==> config.mk <==
export PLATFORM = sky130hd
export DESIGN_NAME = dual_sensor_transit_timer
export DESIGN_NICKNAME = d
export VERILOG_FILES = /design/src/dstt_pkg.sv /design/src/dstt_divider.sv /design/src/dual_sensor_transit_timer.sv
export SDC_FILE = /design/constraint.sdc
export NUM_CORES = 2
export LEC_CHECK = 0
export ABC_AREA = 1
export BUFFER_PORTS_ARGS = -buffer_cell sky130_fd_sc_hd__buf_4
export CAP_MARGIN = 20
export CORE_MARGIN = 2
export CORE_UTILIZATION = 50
export DETAILED_ROUTE_END_ITERATION = 6
export HOLD_SLACK_MARGIN = 0.05
export PLACE_DENSITY = 0.69
export SKIP_CTS_REPAIR_TIMING = 1
export SLEW_MARGIN = 20
export SYNTH_ARGS = -nofsm -noshare
export SYNTH_HDL_FRONTEND = slang
export SYNTH_HIERARCHICAL = 1
export SYNTH_SLANG_ARGS = --single-unit
==> constraint.sdc <==
create_clock -name clock -period 9.1 [get_ports clock]
set_input_delay 0.91 -clock clock [delete_from_list [all_inputs] [get_ports clock]]
set_output_delay 0.91 -clock clock [all_outputs]
set_load 0.005 [all_outputs]
==> src/dstt_pkg.sv <==
// Shared types and constants for the dual sensor transit timer.
package dstt_pkg;

   localparam int BLOCK_SAMPLES_DEF = 16;
   localparam int SAMPLE_BITS_DEF   = 12;
   localparam int CSR_IDX_BITS      = 3;
   localparam int CSR_DATA_BITS     = 24;

   localparam logic [CSR_IDX_BITS-1:0] CSR_BASELINE_BLOCKS  = 3'd0;
   localparam logic [CSR_IDX_BITS-1:0] CSR_MIN_BASELINE_SUM = 3'd1;
   localparam logic [CSR_IDX_BITS-1:0] CSR_DRIFT_LIMIT      = 3'd2;
   localparam logic [CSR_IDX_BITS-1:0] CSR_TRACE_SCALE      = 3'd3;
   localparam logic [CSR_IDX_BITS-1:0] CSR_TRACE2_OFFSET    = 3'd4;
   localparam logic [CSR_IDX_BITS-1:0] CSR_FREEZE1_DELAY    = 3'd5;
   localparam logic [CSR_IDX_BITS-1:0] CSR_FREEZE2_DELAY    = 3'd6;
   localparam logic [CSR_IDX_BITS-1:0] CSR_FREEZE_HOLD      = 3'd7;

   // divider width: 24-bit numerators, 16-bit divisors
   localparam int DIV_BITS = 24;

   typedef struct packed {
      logic [11:0] sample_one;
      logic [11:0] sample_two;
      logic [31:0] time_ms;
   } req_type;

   typedef struct packed {
      logic [15:0] trace_one;
      logic        trace_one_write;
      logic [15:0] trace_two;
      logic        trace_two_write;
      logic        baseline_ready;
      logic        transit_done;
      logic [31:0] transit_ms;
      logic [15:0] baseline_one_value;
      logic [15:0] baseline_two_value;
   } rsp_type;

   typedef struct packed {
      logic                start;
      logic [DIV_BITS-1:0] num;
      logic [15:0]         den;
   } div_req_type;

   typedef struct packed {
      logic                done;
      logic [DIV_BITS-1:0] quo;
   } div_rsp_type;

   typedef enum logic [2:0] {
      ST_IDLE,
      ST_DIV_B1,
      ST_DIV_B2,
      ST_DIV_T1,
      ST_DIV_T2,
      ST_FINISH,
      ST_OUT
   } state_type;

endpackage

==> src/dstt_divider.sv <==
// Restoring divider, one quotient bit per cycle, shared by all block divisions.
module dstt_divider (
   input  logic                 clock,
   input  logic                 reset,
   input  dstt_pkg::div_req_type div_req,
   output dstt_pkg::div_rsp_type div_rsp
);

   localparam int W = dstt_pkg::DIV_BITS;
   localparam int CW = $clog2(W + 1);

   logic [W-1:0]  quo_ff, quo_in;
   logic [16:0]   rem_ff, rem_in;
   logic [15:0]   den_ff, den_in;
   logic [CW-1:0] cnt_ff, cnt_in;
   logic          busy_ff, busy_in;
   logic          done_ff, done_in;
   logic [16:0]   trial;

   // shift in one numerator bit and try the subtract
   always_comb begin
      quo_in  = quo_ff;
      rem_in  = rem_ff;
      den_in  = den_ff;
      cnt_in  = cnt_ff;
      busy_in = busy_ff;
      done_in = 1'b0;
      trial   = {rem_ff[15:0], quo_ff[W-1]};
      if (div_req.start) begin
         quo_in  = div_req.num;
         rem_in  = '0;
         den_in  = div_req.den;
         cnt_in  = CW'(W);
         busy_in = 1'b1;
      end else if (busy_ff) begin
         if (trial >= {1'b0, den_ff}) begin
            rem_in = trial - {1'b0, den_ff};
            quo_in = {quo_ff[W-2:0], 1'b1};
         end else begin
            rem_in = trial;
            quo_in = {quo_ff[W-2:0], 1'b0};
         end
         cnt_in = cnt_ff - 1'b1;
         if (cnt_ff == CW'(1)) begin
            busy_in = 1'b0;
            done_in = 1'b1;
         end
      end
   end

   always_ff @(posedge clock) begin
      if (reset) begin
         busy_ff <= 1'b0;
         done_ff <= 1'b0;
         cnt_ff  <= '0;
      end else begin
         busy_ff <= busy_in;
         done_ff <= done_in;
         cnt_ff  <= cnt_in;
      end
      quo_ff <= quo_in;
      rem_ff <= rem_in;
      den_ff <= den_in;
   end

   assign div_rsp.done = done_ff;
   assign div_rsp.quo  = quo_ff;

`ifndef SYNTHESIS
   a_done_after_busy: assert property (@(posedge clock) disable iff (reset)
      done_ff |-> $past(busy_ff)) else $error("divider done without busy");
   a_no_start_busy: assert property (@(posedge clock) disable iff (reset)
      div_req.start |-> !busy_ff) else $error("divider restarted while busy");
   a_cnt_zero_idle: assert property (@(posedge clock) disable iff (reset)
      !busy_ff |=> !busy_ff || $past(div_req.start))
      else $error("divider woke without start");
`endif

endmodule

==> src/dual_sensor_transit_timer.sv <==
// Top level of the dual sensor transit timer: accumulation, sequencer, output register.
//
// Usage:
//  The req_ channel takes one paired sample (sample_one, sample_two, time_ms) a
//  beat. Every BLOCK_SAMPLES samples close a block and give one rsp_ beat; the
//  other samples give none. The csr_ port writes the eight registers by index;
//  the user must write them only while the block is idle; the block does not enforce it.
//  Flow: a sample that does not close a block is taken while req_stall stays low.
//  A block-closing sample runs a sequencer over one shared restoring divider: four
//  divisions (two baselines, two traces) of 24 quotient bits each (ST_DIV_B1,
//  ST_DIV_B2, ST_DIV_T1, ST_DIV_T2), then ST_FINISH latches the result beat and
//  ST_OUT returns to ST_IDLE; req_stall stays high until then, so no new sample is
//  taken mid-sequence. The shared divider's one-bit-per-cycle loop sets its length.
//  Reset (synchronous, active high) returns all registers to their defaults and
//  clears every block, window, baseline and dip state; no clearing pass.
//  If the receiver stalls, the result beat holds in the output register and new
//  samples are taken until another block would close, which then waits.
module dual_sensor_transit_timer #(
   parameter int BLOCK_SAMPLES = dstt_pkg::BLOCK_SAMPLES_DEF,
   parameter int SAMPLE_BITS   = dstt_pkg::SAMPLE_BITS_DEF
) (
   input  logic                               clock,
   input  logic                               reset,
   input  logic                               req_valid,
   output logic                               req_stall,
   input  dstt_pkg::req_type                  req_data,
   output logic                               rsp_valid,
   input  logic                               rsp_stall,
   output dstt_pkg::rsp_type                  rsp_data,
   input  logic                               csr_write,
   input  logic [dstt_pkg::CSR_IDX_BITS-1:0]  csr_index,
   input  logic [dstt_pkg::CSR_DATA_BITS-1:0] csr_data
);

   localparam int PW = 4;
   localparam logic [PW-1:0] LAST_PHASE = PW'(BLOCK_SAMPLES - 1);

   // configuration registers
   logic [7:0]  cfg_blocks_ff, cfg_scale_ff, cfg_offset_ff;
   logic [23:0] cfg_min_ff;
   logic [15:0] cfg_drift_ff;
   logic [6:0]  cfg_fd1_ff, cfg_fd2_ff;
   logic [9:0]  cfg_hold_ff;

   always_ff @(posedge clock) begin
      if (reset) begin
         cfg_blocks_ff <= 8'd200;
         cfg_min_ff    <= 24'd5000;
         cfg_drift_ff  <= 16'd160;
         cfg_scale_ff  <= 8'd60;
         cfg_offset_ff <= 8'd3;
         cfg_fd1_ff    <= 7'd110;
         cfg_fd2_ff    <= 7'd60;
         cfg_hold_ff   <= 10'd1000;
      end else if (csr_write) begin
         unique case (csr_index)
            dstt_pkg::CSR_BASELINE_BLOCKS:  cfg_blocks_ff <= csr_data[7:0];
            dstt_pkg::CSR_MIN_BASELINE_SUM: cfg_min_ff    <= csr_data;
            dstt_pkg::CSR_DRIFT_LIMIT:      cfg_drift_ff  <= csr_data[15:0];
            dstt_pkg::CSR_TRACE_SCALE:      cfg_scale_ff  <= csr_data[7:0];
            dstt_pkg::CSR_TRACE2_OFFSET:    cfg_offset_ff <= csr_data[7:0];
            dstt_pkg::CSR_FREEZE1_DELAY:    cfg_fd1_ff    <= csr_data[6:0];
            dstt_pkg::CSR_FREEZE2_DELAY:    cfg_fd2_ff    <= csr_data[6:0];
            dstt_pkg::CSR_FREEZE_HOLD:      cfg_hold_ff   <= csr_data[9:0];
            default: ;
         endcase
      end
   end

   // state
   dstt_pkg::state_type state_ff, state_in;
   logic [PW-1:0] phase_ff, phase_in;
   logic [15:0] bs1_ff, bs1_in, bs2_ff, bs2_in;
   logic [23:0] ws1_ff, ws1_in, ws2_ff, ws2_in;
   logic [7:0]  wcnt_ff, wcnt_in;
   logic [15:0] base1_ff, base1_in, base2_ff, base2_in;
   logic        known1_ff, known1_in, known2_ff, known2_in;
   logic [15:0] thr1_ff, thr1_in, thr2_ff, thr2_in;
   logic        dip1_ff, dip1_in, dip2_ff, dip2_in, wait2_ff, wait2_in;
   logic [31:0] dt1_ff, dt1_in, dt2_ff, dt2_in, last_ff, last_in;
   logic [6:0]  dly1_ff, dly1_in, dly2_ff, dly2_in;
   logic [9:0]  frz1_ff, frz1_in, frz2_ff, frz2_in;
   logic [31:0] now_ff, now_in;
   logic        close1_ff, close1_in, close2_ff, close2_in;
   logic [15:0] t1_ff, t1_in, t2_ff, t2_in;
   logic        ov_ff, ov_in;
   dstt_pkg::rsp_type rsp_ff, rsp_in;
   logic        rspv_ff, rspv_in;

   dstt_pkg::div_req_type div_req;
   dstt_pkg::div_rsp_type div_rsp;

   dstt_divider u_div (
      .clock   (clock),
      .reset   (reset),
      .div_req (div_req),
      .div_rsp (div_rsp)
   );

   logic        accept;
   logic [15:0] s1_ext, s2_ext;
   logic [24:0] add1, add2;
   logic [7:0]  wcnt_inc;
   logic [15:0] dev;
   logic [23:0] prod1, prod2;
   logic [23:0] q2off;

   assign req_stall = (state_ff != dstt_pkg::ST_IDLE);
   assign accept    = req_valid && !req_stall;
   assign s1_ext = 16'(req_data.sample_one[SAMPLE_BITS-1:0]);
   assign s2_ext = 16'(req_data.sample_two[SAMPLE_BITS-1:0]);

   // threshold: 9/10 of baseline, divide by ten through a reciprocal multiply
   function automatic logic [15:0] nine_tenths(input logic [15:0] b);
      logic [19:0] m;
      logic [39:0] p;
      m = 20'(b) * 20'd9;
      // ceil(2^23 / 10) is exact for every value below 2^22
      p = 40'(m) * 40'd838861;
      return p[38:23];
   endfunction

   // sequencer: accumulate, run baseline and trace divisions, then track drift and dips and latch the beat
   always_comb begin
      state_in = state_ff;
      phase_in = phase_ff;
      bs1_in = bs1_ff; bs2_in = bs2_ff;
      ws1_in = ws1_ff; ws2_in = ws2_ff; wcnt_in = wcnt_ff;
      base1_in = base1_ff; base2_in = base2_ff;
      known1_in = known1_ff; known2_in = known2_ff;
      thr1_in = thr1_ff; thr2_in = thr2_ff;
      dip1_in = dip1_ff; dip2_in = dip2_ff; wait2_in = wait2_ff;
      dt1_in = dt1_ff; dt2_in = dt2_ff; last_in = last_ff;
      dly1_in = dly1_ff; dly2_in = dly2_ff; frz1_in = frz1_ff; frz2_in = frz2_ff;
      now_in = now_ff;
      close1_in = close1_ff; close2_in = close2_ff;
      t1_in = t1_ff; t2_in = t2_ff; ov_in = ov_ff;
      rsp_in = rsp_ff;
      rspv_in = rspv_ff && rsp_stall;
      div_req = '0;
      add1 = '0; add2 = '0; wcnt_inc = wcnt_ff; dev = '0;
      prod1 = 24'(bs1_ff) * 24'(cfg_scale_ff);
      prod2 = 24'(bs2_ff) * 24'(cfg_scale_ff);
      q2off = '0;
      unique case (state_ff)
         dstt_pkg::ST_IDLE: begin
            if (accept) begin
               bs1_in = bs1_ff + s1_ext;
               bs2_in = bs2_ff + s2_ext;
               now_in = req_data.time_ms;
               if (phase_ff == LAST_PHASE || BLOCK_SAMPLES == 1) begin
                  phase_in = '0;
                  add1 = 25'(ws1_ff) + 25'(bs1_in);
                  add2 = 25'(ws2_ff) + 25'(bs2_in);
                  ws1_in = add1[24] ? 24'hFFFFFF : add1[23:0];
                  ws2_in = add2[24] ? 24'hFFFFFF : add2[23:0];
                  if (wcnt_ff != 8'd255) wcnt_inc = wcnt_ff + 8'd1;
                  wcnt_in = wcnt_inc;
                  close1_in = 1'b0; close2_in = 1'b0;
                  if (wcnt_inc >= cfg_blocks_ff) begin
                     close1_in = ws1_in > cfg_min_ff;
                     close2_in = ws2_in > cfg_min_ff;
                  end
                  state_in = dstt_pkg::ST_DIV_B1;
                  div_req.start = 1'b1;
                  div_req.num   = ws1_in;
                  div_req.den   = 16'(wcnt_inc);
               end else begin
                  phase_in = phase_ff + 1'b1;
               end
            end
         end
         dstt_pkg::ST_DIV_B1: begin
            if (div_rsp.done) begin
               if (close1_ff) begin
                  base1_in = div_rsp.quo[15:0];
                  thr1_in = nine_tenths(base1_in);
                  known1_in = 1'b1;
               end
               state_in = dstt_pkg::ST_DIV_B2;
               div_req.start = 1'b1;
               div_req.num   = ws2_ff;
               div_req.den   = 16'(wcnt_ff);
            end
         end
         dstt_pkg::ST_DIV_B2: begin
            if (div_rsp.done) begin
               if (close2_ff) begin
                  base2_in = div_rsp.quo[15:0];
                  thr2_in = nine_tenths(base2_in);
                  known2_in = 1'b1;
               end
               if (wcnt_ff >= cfg_blocks_ff) begin
                  wcnt_in = '0; ws1_in = '0; ws2_in = '0;
               end
               state_in = dstt_pkg::ST_DIV_T1;
               div_req.start = 1'b1;
               div_req.num   = prod1;
               div_req.den   = base1_in;
            end
         end
         dstt_pkg::ST_DIV_T1: begin
            if (div_rsp.done) begin
               t1_in = (base1_ff == 16'd0 || div_rsp.quo[23:16] != 8'd0) ?
                       16'hFFFF : div_rsp.quo[15:0];
               state_in = dstt_pkg::ST_DIV_T2;
               div_req.start = 1'b1;
               div_req.num   = prod2;
               div_req.den   = base2_ff;
            end
         end
         dstt_pkg::ST_DIV_T2: begin
            if (div_rsp.done) begin
               if (base2_ff == 16'd0) begin
                  t2_in = 16'hFFFF;
               end else begin
                  q2off = (div_rsp.quo > 24'(cfg_offset_ff)) ?
                          div_rsp.quo - 24'(cfg_offset_ff) : 24'd0;
                  t2_in = (q2off[23:16] != 8'd0) ? 16'hFFFF : q2off[15:0];
               end
               state_in = dstt_pkg::ST_FINISH;
            end
         end
         dstt_pkg::ST_FINISH: begin
            // drift, dip tracking and freeze counters, then latch the beat
            rsp_in = '0;
            ov_in = 1'b0;
            if (known1_ff) begin
               dev = (bs1_ff > base1_ff) ? bs1_ff - base1_ff : base1_ff - bs1_ff;
               if (dev > cfg_drift_ff) begin
                  wcnt_in = '0; ws1_in = '0; ws2_in = '0;
               end
               rsp_in.trace_one = t1_ff;
               rsp_in.trace_two = known2_ff ? t2_ff : 16'd0;
               rsp_in.trace_one_write = (frz1_ff == 10'd0);
               rsp_in.trace_two_write = (frz2_ff == 10'd0);
               if (!wait2_ff) begin
                  if (dip1_ff) begin
                     if (bs1_ff > thr1_ff) begin
                        dip1_in = 1'b0; wait2_in = 1'b1;
                     end
                  end else if (bs1_ff <= thr1_ff) begin
                     dip1_in = 1'b1; dt1_in = now_ff;
                     if (dly1_ff == 7'd0) dly1_in = cfg_fd1_ff;
                  end
               end else begin
                  if (dip2_ff) begin
                     if (bs2_ff > thr2_ff) begin
                        dip2_in = 1'b0; wait2_in = 1'b0;
                        last_in = dt2_ff - dt1_ff;
                        ov_in = 1'b1;
                     end
                  end else if (bs2_ff <= thr2_ff) begin
                     dip2_in = 1'b1; dt2_in = now_ff;
                     if (dly2_ff == 7'd0) dly2_in = cfg_fd2_ff;
                  end
               end
            end
            bs1_in = '0; bs2_in = '0;
            if (dly1_in != 7'd0) begin
               dly1_in = dly1_in - 7'd1;
               if (dly1_in == 7'd0) frz1_in = 10'd1;
            end
            if (frz2_ff != 10'd0) begin
               frz2_in = frz2_ff - 10'd1;
               frz1_in = frz2_in;
            end
            if (dly2_in != 7'd0) begin
               dly2_in = dly2_in - 7'd1;
               if (dly2_in == 7'd0) frz2_in = cfg_hold_ff;
            end
            rsp_in.baseline_ready = known1_ff;
            rsp_in.transit_done = ov_in;
            rsp_in.transit_ms = last_in;
            rsp_in.baseline_one_value = base1_ff;
            rsp_in.baseline_two_value = base2_ff;
            if (!known1_ff) begin
               rsp_in.trace_one = '0; rsp_in.trace_two = '0;
            end
            state_in = dstt_pkg::ST_OUT;
            rsp_in = rspv_ff && rsp_stall ? rsp_ff : rsp_in;
            if (rspv_ff && rsp_stall) state_in = dstt_pkg::ST_FINISH;
            if (rspv_ff && rsp_stall) begin
               // redo next cycle: keep all state untouched
               wcnt_in = wcnt_ff; ws1_in = ws1_ff; ws2_in = ws2_ff;
               dip1_in = dip1_ff; dip2_in = dip2_ff; wait2_in = wait2_ff;
               dt1_in = dt1_ff; dt2_in = dt2_ff; last_in = last_ff;
               dly1_in = dly1_ff; dly2_in = dly2_ff;
               frz1_in = frz1_ff; frz2_in = frz2_ff;
               bs1_in = bs1_ff; bs2_in = bs2_ff;
            end else begin
               rspv_in = 1'b1;
            end
         end
         dstt_pkg::ST_OUT: begin
            state_in = dstt_pkg::ST_IDLE;
         end
         default: state_in = dstt_pkg::ST_IDLE;
      endcase
   end

   always_ff @(posedge clock) begin
      if (reset) begin
         state_ff <= dstt_pkg::ST_IDLE;
         phase_ff <= '0;
         bs1_ff <= '0; bs2_ff <= '0; ws1_ff <= '0; ws2_ff <= '0; wcnt_ff <= '0;
         base1_ff <= '0; base2_ff <= '0; known1_ff <= 1'b0; known2_ff <= 1'b0;
         thr1_ff <= '0; thr2_ff <= '0;
         dip1_ff <= 1'b0; dip2_ff <= 1'b0; wait2_ff <= 1'b0;
         dt1_ff <= '0; dt2_ff <= '0; last_ff <= '0;
         dly1_ff <= '0; dly2_ff <= '0; frz1_ff <= '0; frz2_ff <= '0;
         rspv_ff <= 1'b0;
      end else begin
         state_ff <= state_in;
         phase_ff <= phase_in;
         bs1_ff <= bs1_in; bs2_ff <= bs2_in;
         ws1_ff <= ws1_in; ws2_ff <= ws2_in; wcnt_ff <= wcnt_in;
         base1_ff <= base1_in; base2_ff <= base2_in;
         known1_ff <= known1_in; known2_ff <= known2_in;
         thr1_ff <= thr1_in; thr2_ff <= thr2_in;
         dip1_ff <= dip1_in; dip2_ff <= dip2_in; wait2_ff <= wait2_in;
         dt1_ff <= dt1_in; dt2_ff <= dt2_in; last_ff <= last_in;
         dly1_ff <= dly1_in; dly2_ff <= dly2_in; frz1_ff <= frz1_in; frz2_ff <= frz2_in;
         rspv_ff <= rspv_in;
      end
      now_ff <= now_in;
      close1_ff <= close1_in; close2_ff <= close2_in;
      t1_ff <= t1_in; t2_ff <= t2_in; ov_ff <= ov_in;
      rsp_ff <= rsp_in;
   end

   assign rsp_valid = rspv_ff;
   assign rsp_data  = rsp_ff;

`ifndef SYNTHESIS
   a_rsp_hold: assert property (@(posedge clock) disable iff (reset)
      rspv_ff && rsp_stall |=> rspv_ff && $stable(rsp_ff))
      else $error("result beat changed under stall");
   a_stall_busy: assert property (@(posedge clock) disable iff (reset)
      state_ff == dstt_pkg::ST_DIV_B1 |-> req_stall)
      else $error("sample taken during sequence");
   a_ready_known: assert property (@(posedge clock) disable iff (reset)
      rspv_ff && rsp_ff.transit_done |-> rsp_ff.baseline_ready)
      else $error("transit without baseline");
`endif

endmodule

==> results.toml <==
[logic_synthesis]
synthFlopType = "dfxtp_1"
seq_area_frac_synth = 0.281
yosysWarnings = 6
synth_cell_types = 75
synth_seq_cells = 612
syn-num-nets = 7500
synth_edf_count = 206
synthTopCellsByArea = "dfxtp_1, ha_1, fa_1"
yosysMostFrequentCell = "nand2_1"
avgSynthCellArea_um2 = 7.81
synthArstFlopShare = 0
netlist_instances = 6523
synthTopCellsByCount = "nand2_1, inv_1, a21oi_1, ha_1, dfxtp_1"
synth_area_um2 = 50900
synth_top_cell_by_area = "dfxtp_1"
synth_top_area_frac = 0.160

[worst_setup_path]
slowest_stage = "xor2_1"
critPathKind = "reg -> reg"
critPathArrivalTime_ns = 9.06
cp_top_family = "adder cells"
cp_slowest_stage_delay_ns = 0.58
path_buf_inv = 4
crit_path_max_fanout = 5
critPathLaunchType = "flop"
cp-end-kind = "flop"
path_common_cell = "nand2_1"
critPathRequiredTime_ns = 9.64

[floorplanning]
initial_core_util = 0.502
fp.coreArea_um2 = 101000
die-area_um2 = 104000
placement_rows = 117
ios = 190
die_x_um = 323
die_h_um = 323

[placement]
post-dp-hpwl_um = 120000
dp.cells = 7913
io_buffers = 189
routabilityCongestion = 0.952

[clock_network]
clk_pin_slew_ns = 0.06
numCtsBuffers = 71
clkSinkCount = 612
cts_tree = "built"
clk_latency_ns = 0.65
clockBufferDepth = 3
htreeDepth = 3
cts-root-buf = "clkbuf_16"

[timing]
worstMarginPinSlew_ns = 1.05
period_minus_slack_ns = 8.52
timing.fmax_ghz = 0.117
fin_skew_ns = 0.0312
finalSetupTns_ns = 0
grt_setup_unrepaired = "no"
final.period_utilization = 0.936
drv_slew = 0
hold_violations = 0
slew_headroom = 0.297
final-setup-viol-count = 0

[drt]
antenna_left = 0
drtPass1Iterations = 6
totalWireLength_um = 153000
viasPerCell = 5.42
drt_iter0_drc = 3832
wl_per_cell_um = 19.0
vias = 43599
drc = 0

[run]
maxCapViolCount = 0

[global_route]
grt_remaining_overflow = 0
grt_pass1_vias = 41838
grt_max_degree = 111
grt_pass1_wl_um = 236000
track_usage = 0.292
antenna_found_initial = 9

[final_layout]
num-nets-final = 7597
areaGrowthSynthToFinish_pct = 9.76
layout-drive-gt1-share = 0.0740
post_layout_nonfiller_instances = 8047

[power]
ir_drop_mv = 0.180
switching_share = 0.401
p_int_uw = 6070
seq_power_share = 0.305
p_sw_uw = 4060
power_frac_comb = 0.410
p_leak_uw = 0.0268
clockPowerShare = 0.284
power.density_nw_per_um2 = 181

[run_status]
outcome = "finished, final reports clean"

[min_path]
hold_class = "in -> reg"
==> registers in the layout, indices dropped and copies added (netlist names), 24 cells and up <==
name / count
cfg_min_ff: 24
rsp_data: 100
ws1_ff: 24
dt2_ff: 32
ws2_ff: 24
last_ff: 32
dt1_ff: 32
now_ff: 32
u_div/quo_ff: 24
==> worst reg2reg max path: cells and delay by family, from the launching register on <==
| family | cells | cell delay [ns] |
|---|---|---|
| compound gates | 6 | 0.97 |
| xor+xnor | 2 | 0.78 |
| flops | 1 | 0.44 |
| buf+inv | 4 | 0.21 |
| simple gates | 14 | 1.63 |
| fa+ha+maj | 11 | 4.40 |
==> metal layers <==
metal / track usage / vias to the layer above / share of wire
met1: 0.386 / 20661 / 0.43
met3: 0.0368 / 249 / 0.067
met5: 0 / - / 0
met2: 0.487 / 1389 / 0.47
li1: - / 21300 / -
met4: 0.116 / 0 / 0.038
==> power groups by stage <==
stage / registers [uW] / logic, uW / clock network (uW)
after floorplan: 3010 / 3070 / 0
after global placement: 3150 / 4000 / 0
after detailed placement: 3150 / 4070 / 0
after CTS: 3090 / 4100 / 2920
after global routing: 3100 / 4680 / 3030
final: 3100 / 4160 / 2880
==> kinds of logic after synthesis <==
kind of cell / synth area share
muxes: 0.000639
AOI/OAI and AO/OA: 0.138
xor gates and xnor gates: 0.0253
buffers and inverters: 0.110
and+or+nand+nor: 0.179
adders and majority gates: 0.265
DFF: 0.281
==> layout make-up <==
cell class                 count  area [um2]
fill                        9633       45500
multi-input combinational   4451       31100
sequential                   612       14300
inverter                    1245        4680
clock buffer                 101        1960
timing repair buffer         239        1800
tap                         1368        1710
clock inverter                27         357
antenna                        4        10.0
==> per-stage QoR <==
step	utilization	cell area, um2	hold slack (ns)	total power [uW]	setup slack [ns]
floorplan	-	50900	0.409	6080	1.30
global placement	0.528	53500	0.438	7150	0.626
detailed placement	0.528	53500	0.442	7220	0.375
CTS	0.551	55900	0.410	10100	0.363
global route	0.551	55900	0.426	10800	0.0527
finish	0.551	55900	0.441	10100	0.580
==> cells in the final DEF, fill, tap and decap left out, drive strengths merged, types with 71 or more instances in the layout <==
| master | count |
|---|---|
| buf | 239 |
| nand4 | 71 |
| fa | 317 |
| nand3 | 222 |
| xor2 | 91 |
| o21ai | 421 |
| dfxtp | 406 |
| edfxtp | 206 |
| a21oi | 643 |
| inv | 1244 |
| ha | 572 |
| clkbuf | 101 |
| nand2 | 1346 |
| nor2 | 336 |
==> path summary, 6_finish.rpt <==
check	start	slack, ns	end	depth (start not counted)
setup reg to reg	u_div/quo_ff[4]	0.58	thr2_ff[13]	37
setup / recovery	u_div/quo_ff[4]	0.58	thr2_ff[13]	37
hold reg to reg	dt2_ff[5]	0.45	dt2_ff[5]	2
hold / removal	req_data[24]	0.44	now_ff[24]	1
No activity file was read; power rests on OpenSTA's default activity.
